## config.mk

```make
export PLATFORM = sky130hd
export DESIGN_NAME = simple16_word_packer
export DESIGN_NICKNAME = d
export VERILOG_FILES = /design/src/rtl/core/s16p_pkg.sv /design/src/rtl/core/s16p_cell.sv /design/src/rtl/core/s16p_window.sv /design/src/rtl/core/simple16_word_packer.sv
export SDC_FILE = /design/constraint.sdc
export NUM_CORES = 2
export LEC_CHECK = 0
export BUFFER_PORTS_ARGS = -buffer_cell sky130_fd_sc_hd__buf_2
export CAP_MARGIN = 20
export CORE_MARGIN = 4
export CORE_UTILIZATION = 59
export CTS_BUF_LIST = sky130_fd_sc_hd__clkbuf_8
export DETAILED_ROUTE_END_ITERATION = 6
export PLACE_DENSITY = 0.78
export SLEW_MARGIN = 20
export SYNTH_ARGS = -nofsm -noshare
export SYNTH_HDL_FRONTEND = slang
export SYNTH_HIERARCHICAL = 1
export SYNTH_SLANG_ARGS = --single-unit
```

## constraint.sdc

```tcl
create_clock -name clk -period 4.85 [get_ports clk]
set_input_delay 0.485 -clock clk [delete_from_list [all_inputs] [get_ports clk]]
set_output_delay 0.485 -clock clk [all_outputs]
set_load 0.005 [all_outputs]
```

## src/rtl/core/s16p_pkg.sv

```systemverilog
// ----------------------------------------------------------------------------
// s16p_pkg
// types and scheme table shared by the simple16 word packer
// ----------------------------------------------------------------------------
package s16p_pkg;

  localparam int unsigned WinDepth   = 30;
  localparam int unsigned CntW       = 5;
  localparam int unsigned NumSchemes = 15;
  localparam logic [3:0]  SelRaw     = 4'd15;

  typedef struct packed {
    logic [63:0] value;
    logic        stream_end;
  } in_beat_t;

  typedef struct packed {
    logic [63:0] word;
    logic        run_last;
    logic        stream_last;
  } out_beat_t;

  typedef enum logic [1:0] {
    ST_FILL,
    ST_DECIDE,
    ST_RAW,
    ST_OUT
  } state_t;

  // fit flags carried by each cell: bit k set when the value fits width of scheme k
  typedef logic [NumSchemes-1:0] fit_t;

  function automatic logic [3:0] scheme_sel(input logic [3:0] s);
    logic [3:0] r;
    unique case (s)
      4'd0:    r = 4'd13;
      4'd1:    r = 4'd0;
      4'd2:    r = 4'd1;
      4'd3:    r = 4'd2;
      4'd4:    r = 4'd14;
      4'd5:    r = 4'd3;
      4'd6:    r = 4'd4;
      4'd7:    r = 4'd5;
      4'd8:    r = 4'd6;
      4'd9:    r = 4'd7;
      4'd10:   r = 4'd8;
      4'd11:   r = 4'd9;
      4'd12:   r = 4'd10;
      4'd13:   r = 4'd11;
      default: r = 4'd12;
    endcase
    return r;
  endfunction

  function automatic logic [4:0] scheme_count(input logic [3:0] s);
    logic [4:0] r;
    unique case (s)
      4'd0:    r = 5'd30;
      4'd1:    r = 5'd28;
      4'd2:    r = 5'd20;
      4'd3:    r = 5'd15;
      4'd4:    r = 5'd14;
      4'd5:    r = 5'd12;
      4'd6:    r = 5'd10;
      4'd7:    r = 5'd8;
      4'd8:    r = 5'd7;
      4'd9:    r = 5'd6;
      4'd10:   r = 5'd5;
      4'd11:   r = 5'd4;
      4'd12:   r = 5'd3;
      4'd13:   r = 5'd2;
      default: r = 5'd1;
    endcase
    return r;
  endfunction

  function automatic logic [5:0] scheme_width(input logic [3:0] s);
    logic [5:0] r;
    unique case (s)
      4'd0, 4'd1: r = 6'd2;
      4'd2:       r = 6'd3;
      4'd3, 4'd4: r = 6'd4;
      4'd5:       r = 6'd5;
      4'd6:       r = 6'd6;
      4'd7:       r = 6'd7;
      4'd8:       r = 6'd8;
      4'd9:       r = 6'd10;
      4'd10:      r = 6'd12;
      4'd11:      r = 6'd15;
      4'd12:      r = 6'd20;
      4'd13:      r = 6'd30;
      default:    r = 6'd60;
    endcase
    return r;
  endfunction

  // fit flags of one value against every scheme width
  function automatic fit_t value_fits(input logic [63:0] v);
    fit_t f;
    for (int k = 0; k < NumSchemes; k++) begin
      f[k] = ((v >> scheme_width(4'(k))) == 64'd0);
    end
    return f;
  endfunction

endpackage

```

## src/rtl/core/s16p_cell.sv

```systemverilog
// ----------------------------------------------------------------------------
// s16p_cell
// one window slot: holds a value and its fit flags, shifts toward the head
// ----------------------------------------------------------------------------
module s16p_cell (
  input  logic                clk,
  input  logic                load,
  input  logic                shift,
  input  logic [63:0]         load_value,
  input  logic [63:0]         next_value,
  input  s16p_pkg::fit_t      next_fit,
  output logic [63:0]         value,
  output s16p_pkg::fit_t      fit
);

  always_ff @(posedge clk) begin
    if (shift) begin
      value <= next_value;
      fit   <= next_fit;
    end else if (load) begin
      value <= load_value;
      fit   <= s16p_pkg::value_fits(load_value);
    end
  end

endmodule

```

## src/rtl/core/s16p_window.sv

```systemverilog
// ----------------------------------------------------------------------------
// s16p_window
// chain of window cells; the head cell value feeds the packing accumulator
// ----------------------------------------------------------------------------
module s16p_window (
  input  logic                       clk,
  input  logic                       load,
  input  logic [s16p_pkg::CntW-1:0]  load_idx,
  input  logic [63:0]                load_value,
  input  logic                       shift,
  output logic [63:0]                head_value,
  output s16p_pkg::fit_t             fit_all [s16p_pkg::WinDepth]
);

  logic [63:0]    vals [s16p_pkg::WinDepth];
  s16p_pkg::fit_t fits [s16p_pkg::WinDepth];

  for (genvar i = 0; i < s16p_pkg::WinDepth; i++) begin : g_cell
    logic [63:0]    nv;
    s16p_pkg::fit_t nf;
    if (i == s16p_pkg::WinDepth - 1) begin : g_tail
      assign nv = 64'd0;
      assign nf = '0;
    end else begin : g_mid
      assign nv = vals[i+1];
      assign nf = fits[i+1];
    end
    s16p_cell u_cell (
      .clk        (clk),
      .load       (load && (load_idx == s16p_pkg::CntW'(i))),
      .shift      (shift),
      .load_value (load_value),
      .next_value (nv),
      .next_fit   (nf),
      .value      (vals[i]),
      .fit        (fits[i])
    );
    assign fit_all[i] = fits[i];
  end

  assign head_value = vals[0];

endmodule

```

## src/rtl/core/simple16_word_packer.sv

```systemverilog
// ----------------------------------------------------------------------------
// simple16_word_packer
// packs a stream of unsigned 64-bit values into simple16-style 64-bit words
// ----------------------------------------------------------------------------
// usage:
//   in channel (in_valid/in_stall/in_data) takes one value per beat, the
//   final value of a stream marked by stream_end. out channel (out_valid/
//   out_stall/out_data) gives packed words: selector in bits 63..60, values
//   packed from bit 0; a value no scheme fits goes out as a marker word with
//   selector 15 followed by the raw value.
//   values collect in a 30-slot window built as a chain of cells. when the
//   window fills, or a stream ends, a scheme is chosen from fit flags kept
//   per cell, then the chosen values shift out of the head cell one per
//   cycle into a packing register. a packed word is offered once its
//   values have shifted in; a marker word is offered after the decide
//   step with no shifts. one item is worked at a time; in_stall is high
//   while words are pending. reset clears the fill count and the state
//   machine; window data is not cleared. a stalled output beat holds
//   until taken.
// ----------------------------------------------------------------------------
module simple16_word_packer (
  input  logic                  clk,
  input  logic                  rst,
  input  logic                  in_valid,
  output logic                  in_stall,
  input  s16p_pkg::in_beat_t    in_data,
  output logic                  out_valid,
  input  logic                  out_stall,
  output s16p_pkg::out_beat_t   out_data
);

  s16p_pkg::state_t state, state_next;

  logic [s16p_pkg::CntW-1:0] count;      // values held in the window
  logic                      flushing;   // current item ended the stream
  logic [3:0]                scheme;     // chosen scheme index
  logic [s16p_pkg::CntW-1:0] remain;     // values still to shift into the word
  logic [5:0]                bitpos;     // next packing position
  logic [63:0]               acc;        // word under construction
  logic                      raw_pend;   // raw value still to send after marker

  logic                      in_take;
  logic                      out_take;
  logic                      shift;
  logic [63:0]               head_value;
  s16p_pkg::fit_t            fit_all [s16p_pkg::WinDepth];

  // scheme choice over the cell flags
  logic [3:0]                pick;
  logic                      pick_ok;

  assign in_take  = in_valid && !in_stall;
  assign out_take = out_valid && !out_stall;

  s16p_window u_window (
    .clk        (clk),
    .load       (in_take),
    .load_idx   (count),
    .load_value (in_data.value),
    .shift      (shift),
    .head_value (head_value),
    .fit_all    (fit_all)
  );

  always_comb begin
    logic ok;
    pick    = 4'd0;
    pick_ok = 1'b0;
    for (int s = s16p_pkg::NumSchemes - 1; s >= 0; s--) begin
      ok = (count >= s16p_pkg::scheme_count(4'(s)));
      for (int i = 0; i < s16p_pkg::WinDepth; i++) begin
        if (i < s16p_pkg::scheme_count(4'(s)) && !fit_all[i][s]) ok = 1'b0;
      end
      if (ok) begin
        pick    = 4'(s);
        pick_ok = 1'b1;
      end
    end
  end

  // next state
  always_comb begin
    state_next = state;
    unique case (state)
      s16p_pkg::ST_FILL: begin
        if (in_take && (in_data.stream_end ||
            (count == s16p_pkg::CntW'(s16p_pkg::WinDepth - 1)))) begin
          state_next = s16p_pkg::ST_DECIDE;
        end
      end
      s16p_pkg::ST_DECIDE: begin
        state_next = pick_ok ? s16p_pkg::ST_RAW : s16p_pkg::ST_OUT;
      end
      s16p_pkg::ST_RAW: begin
        // shifting packed values; remain reaches one on the last shift
        if (remain == s16p_pkg::CntW'(1)) state_next = s16p_pkg::ST_OUT;
      end
      s16p_pkg::ST_OUT: begin
        if (out_take && !raw_pend) begin
          if (flushing && count != '0) state_next = s16p_pkg::ST_DECIDE;
          else                         state_next = s16p_pkg::ST_FILL;
        end
      end
      default: state_next = s16p_pkg::ST_FILL;
    endcase
  end

  // outputs
  always_comb begin
    in_stall  = (state != s16p_pkg::ST_FILL);
    out_valid = (state == s16p_pkg::ST_OUT);
    shift     = (state == s16p_pkg::ST_RAW) ||
                (state == s16p_pkg::ST_OUT && out_take && raw_pend);
    out_data.word        = acc;
    out_data.run_last    = !raw_pend && !(flushing && count != '0);
    out_data.stream_last = !raw_pend && flushing && count == '0;
  end

  always_ff @(posedge clk) begin
    if (rst) begin
      state    <= s16p_pkg::ST_FILL;
      count    <= '0;
      flushing <= 1'b0;
      raw_pend <= 1'b0;
    end else begin
      state <= state_next;
      unique case (state)
        s16p_pkg::ST_FILL: begin
          if (in_take) begin
            count    <= count + 1'b1;
            flushing <= in_data.stream_end;
          end
        end
        s16p_pkg::ST_DECIDE: begin
          raw_pend <= !pick_ok;
        end
        s16p_pkg::ST_RAW: begin
          count <= count - 1'b1;
        end
        s16p_pkg::ST_OUT: begin
          if (out_take && raw_pend) begin
            raw_pend <= 1'b0;
            count    <= count - 1'b1;
          end
        end
        default: ;
      endcase
    end
  end

  // packing datapath
  always_ff @(posedge clk) begin
    unique case (state)
      s16p_pkg::ST_DECIDE: begin
        scheme <= pick;
        remain <= s16p_pkg::scheme_count(pick);
        bitpos <= '0;
        acc    <= pick_ok ? {s16p_pkg::scheme_sel(pick), 60'd0}
                          : {s16p_pkg::SelRaw, 60'd0};
      end
      s16p_pkg::ST_RAW: begin
        acc    <= acc | ((head_value &
                  ((64'd1 << s16p_pkg::scheme_width(scheme)) - 64'd1)) << bitpos);
        bitpos <= bitpos + s16p_pkg::scheme_width(scheme);
        remain <= remain - 1'b1;
      end
      s16p_pkg::ST_OUT: begin
        if (out_take && raw_pend) acc <= head_value;
      end
      default: ;
    endcase
  end

  // window never overflows
  assert property (@(posedge clk) disable iff (rst)
    count <= s16p_pkg::CntW'(s16p_pkg::WinDepth))
    else $error("window count overflow");

  // no input is taken while words are pending
  assert property (@(posedge clk) disable iff (rst)
    out_valid |-> !in_take)
    else $error("input taken during output");

  // a stream-final word leaves the window empty
  assert property (@(posedge clk) disable iff (rst)
    (out_take && out_data.stream_last) |=> (count == '0))
    else $error("window not empty after stream end");

endmodule

```

After elaboration in Yosys (flattened, before gate mapping):

Memory sizes are Yosys's and may differ from the RTL's. A register that Yosys moved wholly into a read port is not among the register bits.
Cells that the tools add are included.

* register bits: 2458
* memory bits (read-only): 336
* bits of input ports: 69
* output and inout bits: 68
* word-level logic and storage cells: 2115
* memories: 4

Memory list
* (name not given): depth 16, width 6, read ports 1, clocked after Yosys merged registers in 1, wr ports 0, line s16p_pkg.sv:79 `unique case (s)`
* (name not given): depth 16, width 6, read ports 1, clocked after Yosys merged registers in 1, wr ports 0, line s16p_pkg.sv:79
* (name not given): depth 16, width 5, read ports 1, clocked after Yosys merged registers in 0, wr ports 0, line s16p_pkg.sv:57 `unique case (s)`
* (name not given): depth 16, width 4, read ports 1, clocked after Yosys merged registers in 0, wr ports 0, line s16p_pkg.sv:35 `unique case (s)`

* add/subtract/negate cells: 5
* order comparisons: 15
* equal/unequal tests: 38
* shift operators: 392
* multiplexer cells: 1111
* bitwise operators: 2
* reduce and logical (&&, ||, !) cells: 480

Operators by type and width (count)
* logical NOT 64 bit: 390
* right shift 64 x 6 -> 64 bit: 390
* 2-to-1 mux 6 bit: 782
* 2-to-1 mux 64 bit: 60
* 2-to-1 mux 15 bit: 58
* one-hot mux 64 bit (3 select lines): 1
* 2-to-1 mux 1 bit: 183
* equality test 5 bit (second input constant): 14
* 2-to-1 mux 4 bit: 17
* bitwise AND 64 bit: 1
* OR 64 bit: 1
* nonzero test 2 bit: 32
* left shift 1 x 6 -> 64 bit (first input constant): 1
* left shift 64 x 6 -> 64 bit: 1
* subtractor 64 x 1 -> 64 bit (second input constant): 1
* logical AND 1 bit: 41
* equality test 5 x 4 -> 1 bit (second input constant): 8
* greater-or-equal comparator 5 x 4 -> 1 bit (second input constant): 5
* equality test 5 x 3 -> 1 bit (second input constant): 4
* greater-or-equal comparator 5 x 3 -> 1 bit (second input constant): 4
* greater-or-equal comparator 5 bit (second input constant): 3
* one-hot mux 5 bit (3 select lines): 1
* one-hot mux 6 bit (2 select lines): 1
* equality test 5 x 1 -> 1 bit (second input constant): 2
* other kinds (23): 42

Depth between registers and ports, before layout:

An unclocked memory read counts as a cell.

* depth after elaboration: 35
* depth in mapped cells: 19
* gate-level depth less buffers: 13

Modules after synthesis:

Netlist, hierarchy kept.

Modules (own cells, without submodules)
* s16p_cell: instances 30, cells an instance 205, area each 3482.1 µm², sequential area each 2372.3 µm²
* simple16_word_packer: instances 1, cells an instance 1627, area each 12126.6 µm², sequential area each 2672.6 µm²
* s16p_window: instances 1, cells an instance 45, area each 222.7 µm², sequential area each 0.0 µm²

Worst setup path after synthesis:

No wires, ideal clock.

* kind: register to register
* start: register state[1]
* end: register u_window.g_cell[0].u_cell.fit[0] (enable)
* library setup time: 442 ps
* arrival time: 4672 ps
* required time: 4408 ps
* setup slack: -265 ps
* cell stages (with the launch flop): 8
* buffers on the path: 3
* clock period less this slack: 5115 ps
* path through: dfxtp_1 -> ha_1 -> clkbuf_1 -> inv_1 -> o21ai_0 -> clkbuf_1 -> clkbuf_1 -> or2_1

* cells in the longest elaborated chain, start to end: 6
* elaborated cells on any way between the ends: 11
* classes of those cells: eq/ne (2); reduce/logical (9)

Ends and longest elaborated chain
* start: declaration: line simple16_word_packer.sv:32 `s16p_pkg::state_t state, state_next;`
* start signal: assignment: line simple16_word_packer.sv:121 `state <= s16p_pkg::ST_FILL;`
* start signal: assignment: line simple16_word_packer.sv:126 `state <= state_next;`
* equality test 2 bit (*): line simple16_word_packer.sv:111 `out_valid = (state == s16p_pkg::ST_OUT);`
* net out_valid: line simple16_word_packer.sv:27 `output logic out_valid,`
* logical AND 1 bit: line simple16_word_packer.sv:53 `assign out_take = out_valid && !out_stall;`
* logical AND 1 bit (*) (2 in a row): line simple16_word_packer.sv:113 `(state == s16p_pkg::ST_OUT && out_take && raw_pend);`
* logical OR 1 bit (*): line simple16_word_packer.sv:112 `shift = (state == s16p_pkg::ST_RAW) ||`
* net shift: line simple16_word_packer.sv:44 `logic shift;`
* nonzero test 2 bit (no source line) (*)
* end signal: assignment: line s16p_cell.sv:19 `fit <= next_fit;`
* end signal: assignment: line s16p_cell.sv:22 `fit <= s16p_pkg::value_fits(load_value);`
* end: declaration: line s16p_cell.sv:13 `output s16p_pkg::fit_t fit`

The timed path passes the listed nets; every way through them passes the cells marked *.
A chain may end at the register's enable or synchronous reset.

==> results.yml <==
status:
  status: "complete, but fails checks"
  violations: "design-rule violations"
yosys:
  netlist_area_mm2: 0.117
  async_reset_ff_share_pct: 0
  syn_avg_cell_area_um2: 14.9
  synth-edff-count: 2449
  yosysWarnings: 6
  synthFlopType: "edfxtp_1"
  synth-seq-area-share_pct: 63.2
  synth_cells: 7822
  synth-seq-cells: 2464
  synth_cell_types: 99
floorplanning:
  core_area_mm2: 0.197
  die_area_mm2: 0.205
  start_util_pct: 59.3
  die_w_um: 453
  fp-row-count: 163
  die_height_um: 453
  ioPinCount: 137
placed_design:
  io_buffers: 136
  placed_area_mm2: 0.123
  dp.cells: 10600
  dp_slack_ns: 0.516
  hpwlAfterDp_mm: 206
  place.gp.congestion: 0.988
sta:
  finalMaxSlewViolations: 0
  skew_ns: 0.0953
  rsz0062_at_grt: "false"
  max_slew.worst_pin.slew_ns: 1.16
  fmax_mhz: 222
  finalCritPeriodShare_pct: 92.7
  finalSetupTns_ns: 0
  post-route-min-period_ns: 4.50
  relSlewSlack_pct: 22.9
  hold_viol: 0
  setup_viol: 0
  finalWorstSetupSlack_ns: 0.352
routing:
  wl_met1_mm: 130
  routed_wl_mm: 307
  routed-wl-met2_mm: 140
  dr.pass1.iters: 7
  drc: 4
  met3WireLength_mm: 23.7
  ant_nets: 0
  drt_iter0_drc: 7988
  wl_per_cell_um: 27.0
  top_layer: "met5"
  avgViaCountPerCell: 6.43
  vias: 73000
clocking:
  cts.path.max_buffers: 4
  cts_tree: "built"
  insertion_delay_ns: 1.11
  cts.sinks: 2464
  clockRootBuffer: "clkbuf_8"
  clkTransAtPathRegs_ns: 0.06
  htree_levels: 5
  numCtsBuffers: 413
power:
  p_sw_share_pct: 34.7
  p_int_w: 0.0513
  p_per_area_mw_per_mm2: 603
  ir_worst_vdd_v: 0.000422
  p_sw_w: 0.0273
  seq_power_share_pct: 44.6
  power_leakage_nw: 42.6
  total_power_w: 0.0786
  p_comb_share_pct: 34.7
  p_clk_share_pct: 20.8
cells_and_area:
  area_delta_synth_final_pct: 11.5
  final_cell_mix: "edfxtp_1, mux2_2, nand2_1"
  nFillCells: 13800
  fin_area_mm2: 0.130
  layout-drive-gt1-share_pct: 36.7
  stdcell_count: 11300
  nNetsFinal: 8485
  layout_commonest_cell: "edfxtp_1"
critical_path:
  r2r_slack_ns: 0.35
  crit_type: "reg2reg"
  crit_required_ns: 5.75
  arrival_ns: 5.40
  critical_path_peak_fanout: 26
  critPathLaunchType: "register"
  endpoint_kind: "register"
global_route:
  antenna_found_initial: 10
  grt_use_total_pct: 29.3
  grt_pass1_vias: 72600
  grt_pass1_wl_mm: 461
  overflow: 0
  grt_start_max_net_pins: 125
worst_hold_path:
  holdCritPathClass: "in2reg"
run:
  maxCapViolCount: 0
[kinds of logic (layout without fill, tap and decap cells)]
logic type	count (synthesis)	in the layout	share of synthesized area (%)
flip-flops	2464	2464	63.2
adder cells (fa/ha/maj)	20	20	0.221
AO/OA/AOI/OAI	943	943	6.14
AND/OR/NAND/NOR	1825	1825	8.71
buffers and inverters	507	1302	1.84
multiplexers	2038	2038	19.7
XOR/XNOR	24	24	0.180
other	1	87	0.00321
[area by class of cell]
type | count | area (µm²) | area share (%)
timing repair buffer | 525 | 4520 | 3.47
inverter | 63 | 236 | 0.181
tap | 2640 | 3300 | 2.54
clock buffer | 420 | 5780 | 4.44
antenna | 8 | 20.0 | 0.0154
clock inverter | 294 | 1350 | 1.04
multi-input combinational | 4929 | 41200 | 31.6
sequential | 2464 | 73800 | 56.7
[synth_stat cells, types with 31 or more instances]
cell type / instances / area (µm²)
a32o_1: 150 / 1500
inv_1: 61 / 229
mux2i_1: 56 / 561
nor2_1: 365 / 1370
mux2_2: 1971 / 22200
nand2_1: 453 / 1700
clkbuf_1: 386 / 1450
nand4_1: 78 / 488
a22oi_1: 34 / 255
o21ai_0: 109 / 546
o31ai_1: 40 / 300
a21oi_1: 105 / 526
buf_6: 32 / 360
and3_1: 42 / 263
nand4b_1: 34 / 298
o21ai_1: 61 / 305
edfxtp_1: 2449 / 73500
nor4_1: 318 / 1990
or4_4: 31 / 349
nor3_1: 149 / 746
a22o_1: 139 / 1220
nand3_1: 75 / 375
[critical path, stage by stage, from the launching register on]
cell and delay, ns:
dfxtp_1 1.05, nand3_1 0.37, nor3_1 1.00, nand3_1 0.26, nand3_1 0.26, or3_1 0.26, inv_1 0.12, mux2i_1 0.52
xnor2_1 0.13, a221oi_1 0.37
[flip-flops by register name (all words and copies together), names as in the netlist, named ones only]
name	flops
remain	5
bitpos	6
scheme	4
state	2
raw_pend	1
flushing	1
count	5
u_window/g_cell.u_cell/value	1920
u_window/g_cell.u_cell/fit	450
acc	64
[metrics by stage]
| step | utilization (%) | hold WS (ns) |
|---|---|---|
| floorplan | - | 0.469 |
| global placement | 62.4 | 0.488 |
| detailed placement | 62.5 | 0.503 |
| CTS | 66.1 | 0.00617 |
| global route | 66.1 | -0.00190 |
| finish | 66.1 | 0.0769 |
[what timing repair did]
action	4_1_cts	5_1_grt
hold buffers	4	0
setup buffers	0	0
gates resized for setup	0	0
hold endpoints to repair	19	0
[worst paths after layout]
path | startpoint | end | depth (start not counted)
worst min-delay path | in_data[32] | u_window/g_cell[28].u_cell/value[31] | 2
worst max register to register | count[2] | register | 9
worst max-delay path | count[2] | register | 9
worst min register to register | u_window/g_cell[8].u_cell/value[3] | u_window/g_cell[7].u_cell/value[3] | 1
[routing by layer]
layer	vias to the layer above	global-route usage (%)
li1	32700	-
met1	36500	41.3
met2	3141	44.9
met3	641	6.36
met4	4	11.6
met5	-	0
[power by group through the flow]
stage          Clock [W]  Combinational (W)  Sequential (W)
4_1_cts           0.0167             0.0271          0.0350
5_1_grt           0.0178             0.0289          0.0354
6_report          0.0163             0.0272          0.0350
2_1_floorplan          0             0.0170          0.0340
3_5_place_dp           0             0.0269          0.0354
3_3_place_gp           0             0.0266          0.0351
Power figures use the tool's default switching activity.
